--- src/hw/rtl/markup_escape_sanitizer_defines.svh ---
// ----------------------------------------------------------------------------
// markup_escape_sanitizer_defines
// Assertion helpers for the markup escape sanitizer.
// ----------------------------------------------------------------------------
`ifndef MARKUP_ESCAPE_SANITIZER_DEFINES_SVH
`define MARKUP_ESCAPE_SANITIZER_DEFINES_SVH
// Assert a property on every clock edge outside reset.
`define MES_ASSERT(label, prop, msg) \
  label: assert property (@(posedge clk_i) disable iff (!rst_ni) (prop)) else $error(msg);
// Assert a property that must also hold during reset.
`define MES_ASSERT_ALWAYS(label, prop, msg) \
  label: assert property (@(posedge clk_i) (prop)) else $error(msg);
`endif

--- src/hw/rtl/mes_pkg.sv ---
// ----------------------------------------------------------------------------
// mes_pkg
// Shared constants and types for the markup escape sanitizer.
// ----------------------------------------------------------------------------
package mes_pkg;
  localparam int unsigned Lookahead = 132;
  localparam int unsigned StepLimit = 16384;
  localparam int unsigned FillW = $clog2(Lookahead + 1);
  localparam int unsigned StepW = $clog2(StepLimit + 1);
  localparam int unsigned KeyMax = 63;

  localparam logic [7:0] ChDollar = 8'h24;
  localparam logic [7:0] ChOpen   = 8'h28;
  localparam logic [7:0] ChClose  = 8'h29;
  localparam logic [7:0] ChCaret  = 8'h5E;
  localparam logic [7:0] ChH      = 8'h48;
  localparam logic [7:0] ChI      = 8'h49;
  localparam logic [7:0] ChB      = 8'h42;
  localparam logic [7:0] ChSeven  = 8'h37;
  localparam logic [7:0] ChSpace  = 8'h20;
  localparam logic [7:0] ChDel    = 8'h7F;
  localparam logic [7:0] LenLimit = 8'h80;

  // Per-position window flags handed from the flag stage to the decide stage.
  typedef struct packed {
    logic interp_bad;
    logic embed_bad;
    logic block_bad;
  } win_flags_t;
endpackage

--- src/hw/rtl/mes_window.sv ---
// ----------------------------------------------------------------------------
// mes_window
// Parallel window checks over the delay line for the byte at its head.
// ----------------------------------------------------------------------------
module mes_window (
  input  logic [mes_pkg::Lookahead*8-1:0] line_i,
  output mes_pkg::win_flags_t             flags_o
);
  logic [7:0] c [mes_pkg::Lookahead];
  logic [mes_pkg::Lookahead-1:0] is_zero, is_close, is_caret, is_bad;

  // Classify every byte of the line.
  always_comb begin
    for (int i = 0; i < mes_pkg::Lookahead; i++) begin
      c[i] = line_i[i*8 +: 8];
      is_zero[i]  = (c[i] == 8'd0);
      is_close[i] = (c[i] == mes_pkg::ChClose);
      is_caret[i] = (c[i] == mes_pkg::ChCaret);
      is_bad[i]   = (c[i] < mes_pkg::ChSpace) || (c[i] >= mes_pkg::ChDel);
    end
  end

  // '$(' check: first zero or ')' in the 64 bytes after '('.
  always_comb begin
    logic found, res;
    found = 1'b0;
    res = 1'b1;
    for (int k = 0; k <= mes_pkg::KeyMax; k++) begin
      if (!found && (is_zero[2+k] || is_close[2+k])) begin
        found = 1'b1;
        res = is_zero[2+k] || (k == 0);
      end
    end
    flags_o.interp_bad = res;
  end

  // '^B' check: a '^' must come before any zero within 63 bytes.
  always_comb begin
    logic found, res;
    found = 1'b0;
    res = 1'b1;
    for (int n = 0; n < mes_pkg::KeyMax; n++) begin
      if (!found && (is_zero[1+n] || is_caret[1+n])) begin
        found = 1'b1;
        res = is_zero[1+n];
      end
    end
    flags_o.block_bad = res;
  end

  // '^H'/'^I' check: length bytes must be nonzero and printable.
  always_comb begin
    logic [7:0] len;
    logic run_bad;
    len = c[3];
    run_bad = 1'b0;
    for (int a = 0; a < 127; a++) begin
      if (8'(a) < len && (is_zero[4+a] || is_bad[4+a])) run_bad = 1'b1;
    end
    flags_o.embed_bad = is_zero[1] || is_zero[2] || is_zero[3] ||
                        (len >= mes_pkg::LenLimit) || run_bad;
  end
endmodule

--- src/hw/rtl/markup_escape_sanitizer.sv ---
// ----------------------------------------------------------------------------
// markup_escape_sanitizer
// Streaming sanitizer for zero-terminated markup with a lookahead line.
// ----------------------------------------------------------------------------
// Usage:
//   Input channel in_valid_i/in_ready_o carries one byte per item. Output
//   channel out_valid_o/out_ready_i carries the byte leaving the line with
//   its replaced, end-of-string and string-flagged bits.
//   The first 131 items fill the line and give no result; every later item
//   gives exactly one result. Feed zeros to flush the tail of the stream.
//   Throughput is one item per cycle while in_ready_o is high; the window checks
//   are one level of parallel reductions between the line register and the
//   result register, so a result is registered as its item is accepted.
//   A skid register lets the input keep flowing for one item while the
//   receiver stalls; with both result and skid full, in_ready_o drops.
//   Reset clears the line to zeros, the scan state and the result path,
//   and sets enable to 1. Write enable through cfg_we_i/cfg_wdata_i only
//   while idle.
// ----------------------------------------------------------------------------
`include "markup_escape_sanitizer_defines.svh"
module markup_escape_sanitizer (
  input  logic       clk_i,
  input  logic       rst_ni,
  input  logic       cfg_we_i,
  input  logic       cfg_wdata_i,
  input  logic       in_valid_i,
  output logic       in_ready_o,
  input  logic [7:0] in_byte_i,
  output logic       out_valid_o,
  input  logic       out_ready_i,
  output logic [7:0] out_byte_o,
  output logic       was_replaced_o,
  output logic       end_of_string_o,
  output logic       string_flagged_o
);
  localparam int unsigned L = mes_pkg::Lookahead;

  typedef struct packed {
    logic [7:0] b;
    logic       repl;
    logic       eos;
    logic       flg;
  } res_t;

  logic [L*8-1:0] line_q, line_d, line_shift;
  logic [mes_pkg::FillW-1:0] fill_q;
  logic skip_q, hit_q, stop_q, en_q;
  logic [mes_pkg::StepW-1:0] step_q;
  res_t out_q, skid_q, res;
  logic out_v_q, skid_v_q, accept, full, produce;
  mes_pkg::win_flags_t flags;

  mes_window u_win (.line_i(line_shift), .flags_o(flags));

  assign in_ready_o = !skid_v_q;
  assign accept = in_valid_i && in_ready_o;
  assign full = (fill_q == mes_pkg::FillW'(L - 1));
  assign produce = accept && full;

  // Place the new byte in the line; head is byte 0.
  always_comb begin
    line_shift = line_q;
    for (int i = 0; i < L; i++) begin
      if (mes_pkg::FillW'(i) == fill_q) line_shift[i*8 +: 8] = in_byte_i;
    end
    line_d = {8'd0, line_shift[L*8-1:8]};
  end

  // Judge the head byte.
  logic [7:0] hb, h1;
  logic skip_d, hit_d, stop_d;
  logic [mes_pkg::StepW-1:0] step_d;
  always_comb begin
    hb = line_shift[7:0];
    h1 = line_shift[15:8];
    res = '{b: hb, repl: 1'b0, eos: 1'b0, flg: 1'b0};
    skip_d = skip_q; hit_d = hit_q; stop_d = stop_q; step_d = step_q;
    if (hb == 8'd0) begin
      res.eos = 1'b1;
      res.flg = hit_q;
      skip_d = 1'b0; step_d = '0; hit_d = 1'b0; stop_d = 1'b0;
    end else if (!en_q || stop_q) begin
    end else if (skip_q) begin
      skip_d = 1'b0;
      if (hb == mes_pkg::ChH || hb == mes_pkg::ChI) res.repl = flags.embed_bad;
      else if (hb == mes_pkg::ChB) res.repl = flags.block_bad;
      if (res.repl) res.b = mes_pkg::ChSeven;
    end else if (step_q >= mes_pkg::StepW'(mes_pkg::StepLimit)) begin
      stop_d = 1'b1;
    end else begin
      step_d = step_q + 1'b1;
      if (hb == mes_pkg::ChDollar && h1 == mes_pkg::ChOpen) begin
        if (flags.interp_bad) begin
          res.repl = 1'b1;
          res.b = mes_pkg::ChSpace;
        end
      end else if (hb == mes_pkg::ChCaret && h1 != 8'd0) begin
        skip_d = 1'b1;
      end
    end
    if (res.repl) hit_d = 1'b1;
  end

  // Advance line, scan state and the output/skid pair.
  always_ff @(posedge clk_i or negedge rst_ni) begin
    if (!rst_ni) begin
      line_q <= '0; fill_q <= '0; skip_q <= 1'b0; hit_q <= 1'b0;
      stop_q <= 1'b0; step_q <= '0; en_q <= 1'b1;
      out_v_q <= 1'b0; skid_v_q <= 1'b0; out_q <= '0; skid_q <= '0;
    end else begin
      if (cfg_we_i) en_q <= cfg_wdata_i;
      if (accept) begin
        if (full) begin
          line_q <= line_d;
          skip_q <= skip_d; hit_q <= hit_d; stop_q <= stop_d; step_q <= step_d;
        end else begin
          line_q <= line_shift;
          fill_q <= fill_q + 1'b1;
        end
      end
      if (!out_v_q || out_ready_i) begin
        if (skid_v_q) begin
          out_q <= skid_q; out_v_q <= 1'b1; skid_v_q <= 1'b0;
        end else begin
          out_q <= res; out_v_q <= produce;
        end
        if (skid_v_q && produce) begin
          skid_q <= res; skid_v_q <= 1'b1;
        end
      end else if (produce) begin
        skid_q <= res; skid_v_q <= 1'b1;
      end
    end
  end

  assign out_valid_o = out_v_q;
  assign out_byte_o = out_q.b;
  assign was_replaced_o = out_q.repl;
  assign end_of_string_o = out_q.eos;
  assign string_flagged_o = out_q.flg;

  `MES_ASSERT(a_skid_needs_out, skid_v_q |-> out_v_q, "skid full while output empty")
  `MES_ASSERT(a_eos_zero, (out_v_q && out_q.eos) |-> (out_q.b == 8'd0), "terminator not zero")
  `MES_ASSERT(a_flag_on_eos, (out_v_q && out_q.flg) |-> out_q.eos, "flag off terminator")
  `MES_ASSERT_ALWAYS(a_fill_range, fill_q <= mes_pkg::FillW'(L - 1), "fill count overflow")
endmodule
--- config.mk ---
export PLATFORM = sky130hd
export DESIGN_NAME = markup_escape_sanitizer
export DESIGN_NICKNAME = d
export VERILOG_FILES = /design/src/hw/rtl/mes_pkg.sv /design/src/hw/rtl/mes_window.sv /design/src/hw/rtl/markup_escape_sanitizer.sv
export VERILOG_INCLUDE_DIRS = /design/src /design/src/hw/rtl
export SDC_FILE = /design/constraint.sdc
export NUM_CORES = 2
export LEC_CHECK = 0
export BUFFER_PORTS_ARGS = -buffer_cell sky130_fd_sc_hd__buf_2
export CAP_MARGIN = 20
export CORE_MARGIN = 1.5
export CORE_UTILIZATION = 55
export DETAILED_ROUTE_END_ITERATION = 7
export PLACE_DENSITY_LB_ADDON = 0.3
export SLEW_MARGIN = 30
export SYNTH_ARGS = -nofsm -noshare
export SYNTH_HDL_FRONTEND = slang
export SYNTH_HIERARCHICAL = 1
export SYNTH_SLANG_ARGS = --single-unit
--- constraint.sdc ---
create_clock -name clk_i -period 6.2 [get_ports clk_i]
set_clock_uncertainty 0.05 [all_clocks]
set_input_delay 0.31 -clock clk_i [delete_from_list [all_inputs] [get_ports clk_i]]
set_output_delay 0.31 -clock clk_i [all_outputs]
set_load 0.005 [all_outputs]
# [After elaboration in Yosys (flattened, before gate mapping)]
# Index checks and enable logic that the tools add are counted.
[classes] add_sub_neg=2 order_cmp=383 n_eq_ne=269 n_mux=548 n_bitwise=1 reduce_logical=915
[op_table] op="$mux 8" n=133
[op_table] op="$logic_not 8->1" n=132
[op_table] op="$mux 1056" n=1
[op_table] op="$ge 8x7->1 const B" n=127
[op_table] op="$lt 8x6->1 const B" n=127
[op_table] op="$eq 8x7->1 const B" n=67
[op_table] op="$eq 8x6->1 const B" n=66
[op_table] op="$eq 7x8->1 const A" n=64
[op_table] op="$lt 7x8->1 const A" n=63
[op_table] op="$mux 1" n=399
[op_table] op="$logic_or 1x1->1" n=388
[op_table] op="$logic_and 1x1->1" n=257
[op_table] op="$eq 6x8->1 const A" n=32
[op_table] op="$lt 6x8->1 const A" n=32
[op_table] op="$eq 5x8->1 const A" n=16
[op_table] op="$logic_not 1->1" n=128
[op_table] op="$lt 5x8->1 const A" n=16
[op_table] op="$eq 4x8->1 const A" n=8
[op_table] op="$lt 4x8->1 const A" n=8
[op_table] op="$mux 15" n=4
[op_table] op="$mux 9" n=6
[op_table] op="$mux 11" n=4
[op_table] op="$eq 3x8->1 const A" n=4
[op_table] op="$eq 8x8->1 const A" n=4
[op_table] op="other kinds (18)" n=32
[word_totals] regBits=1107 output_inout_bits=13 wordCells=2135

# [Logic depth before layout (Yosys ltp)]
[logic_depth] depth_word=202 depth_mapped=21 mapped_depth_nobuf=19

# [Cells and area by module]
# Netlist, hierarchy kept.
[by_module_without_submodules] mod="markup_escape_sanitizer" n_inst=1 cells_each=6245 area_per_inst_um2=64222.8 seq_area_each_um2=27702.8
[by_module_without_submodules] mod="mes_window" n_inst=1 cells_each=1605 area_per_inst_um2=9400.3 seq_area_each_um2=0.0

# [Worst setup path after synthesis]
# Ideal clock, no wire load.
[synth_timing] path_type="reg-to-reg" from="register fill_q[0] in the netlist's numbering" to="register out_q (netlist bit out_byte_o[0])" setup_ns=0.082 t_arrival_ns=5.635 path_slack_ns=0.433 stages_incl_launch_ff=22 period_less_slack_ns=5.767 path_cell_list="dfrtp_1 -> ha_1 -> nor3b_1 -> buf_2 -> nand2_1 -> mux2_2 -> buf_2 -> or4_1 -> nor2_1 -> or3_4 -> or4_4 -> or4b_4 -> or3_4 -> a211oi_2 -> a211oi_1 -> a211oi_2 -> or4bb_1 -> a211oi_1 -> a22oi_1 -> or2_0 -> clkbuf_1 -> a31oi_1"
[synth_lines] element="start, declared" line_no="markup_escape_sanitizer.sv:46" rtl="logic [mes_pkg::FillW-1:0] fill_q;"
[synth_lines] element="start signal, assigned" line_no="markup_escape_sanitizer.sv:118" rtl="fill_q <= fill_q + 1'b1;"
[synth_lines] element="end signal, assigned" line_no="markup_escape_sanitizer.sv:125" rtl="out_q <= res; out_v_q <= produce;"
[synth_lines] element="end, declared" line_no="markup_escape_sanitizer.sv:49" rtl="res_t out_q, skid_q, res;"

==> summary.md <==
| Metric | Value |
|---|---|
| Status | complete, no violations |
| Final Power | 31.66 mW |
| Antenna viol nets, final | 0 |
| Reg area | 27,500 um^2 |
| Setup tns final | 0 ns |
| Placed cells | 9,361 |
| Arrival time worst endpoint | 6.77 ns |
| Die width | 368.0 um |
| Max Transition Viols Final | 0 |
| Hold depth | 2 |
| Hold_ws | 0.09891 ns |
| Largest net degree at the start of global routing | 249 |
| Final Cycle Share | 99.03% |
| Hpwl dp | 158,300 um |
| Clock Path Buffers | 3 |
| WL final | 232,000 um |
| Vias per cell | 6.456 |
| Reg2Reg Depth | 21 |
| Die Y | 368.0 um |
| Post-synth net total | 7,830 |
| Fraction of layout cells with a size suffix above 1 | 22.74% |
| Initial antenna violation count | 5 |
| Vias in the first global route | 60,140 |
| Hold WC Path Type | in -> reg |
| Num CTS Buffers | 131 |
| Nets@finish | 7,773 |
| CTS tree | yes |
| Worst-Skew Late Latency | 0.79 ns |
| First DRT Iteration DRCs | 6,633 |
| DRC errors left | 0 |
| Fmax | 0.1629 GHz |
| Final critical-path required period | 6.140 ns |
| CORE AREA | 131,800 um^2 |
| Dpl cell area | 76,270 um^2 |
| Initial Util | 55.60% |
| CTS HTree Levels | 4 |
| Capture point of the worst reg-to-reg path | skid_q[8]$_DFFE_PN0P_ |
| I/O pins | 27 |
| Power per cell area | 390.0 nW/um^2 |
| Row count | 133 |
| Fillers | 11,060 |
| Max FO, Critical Path | 9 |
| Leakage | 37.68 nW |
| Vias | 62,050 |
| DRT Pass-1 Iters | 6 |
| Worst-Margin Slew | 1.098 ns |
| Total grt overflow | 0 |
| Crit end category | flip-flop |
| R2r startpoint | fill_q[1]$_DFFE_PN0P_ |
| Clk slew on worst S/H paths | 0.06 ns |
| R2R setup slack | 0.06 ns |
| Post-route setup slack | 0.06007 ns |
| GPL Wtd Cong | 0.9730 |
| Multi-input gate area | 43,720 um^2 |
| Clock sinks | 1,099 |
| Worst IR Drop VDD | 0.0003079 V |
| GRT Util Overall | 33.71% |
| Setup violators final | 0 |
| P&R area growth vs syn | 10.78% |
| Relative slew slack | 26.64% |
| Mapped Area | 73,280 um^2 |
| Most frequent cells in the layout | nand2_1 (1,204), dfrtp_1 (1,097), mux2_2 (1,054), mux2i_1 (1,054), o21ai_0 (892) |
| DP Worst Slack | -0.3791 ns |
| Worst Hold Launch | in_byte_i[4] |
| # Max-Cap Violations | 0 |
| WP data required | 6.83 ns |
| CP Class | reg -> reg |
| WHS Endpoint | line_q[1044]$_DFFE_PN0P_ |
| Die area | 135,400 um^2 |
| Finished Layout Cells | 9,610 |
| First-pass GRT wire length | 361,900 um |
| Port Buffers | 26 |
| Cell area after layout | 81,180 um^2 |
| Most common cell after layout, fill and taps aside | nand2_1 |
| Post-Syn Instances | 7,810 |
| Root buffer cell | clkbuf_16 |
| Syn Area/Cell | 9.383 um^2 |
| Yosys warning count | 6 |
| Critical path launch point type | flip-flop |
| Final hold violations | 0 |
| Post-layout util | 61.60% |
| WL/cell | 24.14 um |
-- worst max-delay path, cell delays in order (launching register included) --
cell       delay (ns)
dfrtp_1          0.40
inv_1            0.12
ha_2             0.25
nand3b_1         0.18
buf_4            0.32
nor2_2           0.41
mux2_2           0.43
nand3_1          0.09
o21ai_0          0.34
nor3_1           0.63
a31oi_1          0.10
nor3_1           0.64
o2111ai_1        0.30
a2111oi_0        0.47
buf_4            0.18
o2111ai_1        0.08
buf_4            0.18
a21oi_1          0.12
buf_4            0.15
o22ai_2          0.07
buf_4            0.18
o31a_1           0.28
-- per-layer routing --
| layer | share of wire (%) | GRT usage (%) |
|---|---|---|
| met1 | 44 | 46.98 |
| met2 | 44 | 51.08 |
| met3 | 7.8 | 6.601 |
| met4 | 4.4 | 14.25 |
| met5 | 0.0056 | 0 |
-- layout make-up --
class                      instances  share of cell area, %
timing repair buffer             344                  3.744
clock inverter                    44                 0.8245
inverter                          51                 0.2358
tap                             1755                  2.705
antenna                            4                0.01233
sequential                      1099                  33.88
multi-input combinational       6126                  53.86
clock buffer                     187                  4.744
-- power breakdown --
| group | internal, mW | switching (mW) |
|---|---|---|
| sequential | 8.40 | 0.699 |
| clock | 4.91 | 3.26 |
| combinational | 5.35 | 9.04 |
-- sequential cells by signal (all words and copies together) (netlist names), 8 cells and up --
name,count
line_q,1048
fill_q,8
skid_q,11
out_byte_o,8
step_q,15
-- repair_timing --
| action | CTS | global route |
|---|---|---|
| cloned | 0 | 0 |
| endpoints found under the hold margin | 85 | 0 |
| endpoints found under the setup margin | 17 | 17 |
| resized for setup | 11 | 36 |
| setup buffers | 4 | 4 |
| pin swaps | 2 | 7 |
| hold buffers | 4 | 0 |
-- how the worst max path moves through the flow --
stage,start,end,slack [ns],cells past startpoint
after global routing,fill_q[5]$_DFFE_PN0P_,skid_q[5]$_DFFE_PN0P_,-0.02,19
final,fill_q[1]$_DFFE_PN0P_,skid_q[8]$_DFFE_PN0P_,0.06,21
after CTS,fill_q[6]$_DFFE_PN0P_,skid_q[3]$_DFFE_PN0P_,0.002,18
after floorplan,fill_q[0]$_DFFE_PN0P_,out_byte_o[0]$_DFFE_PN0N_,0.43,21
after detailed placement,fill_q[7]$_DFFE_PN0P_,skid_q[4]$_DFFE_PN0P_,-0.38,19
after global placement,fill_q[7]$_DFFE_PN0P_,skid_q[4]$_DFFE_PN0P_,-0.41,19
No activity file was read; power rests on OpenSTA's default activity.
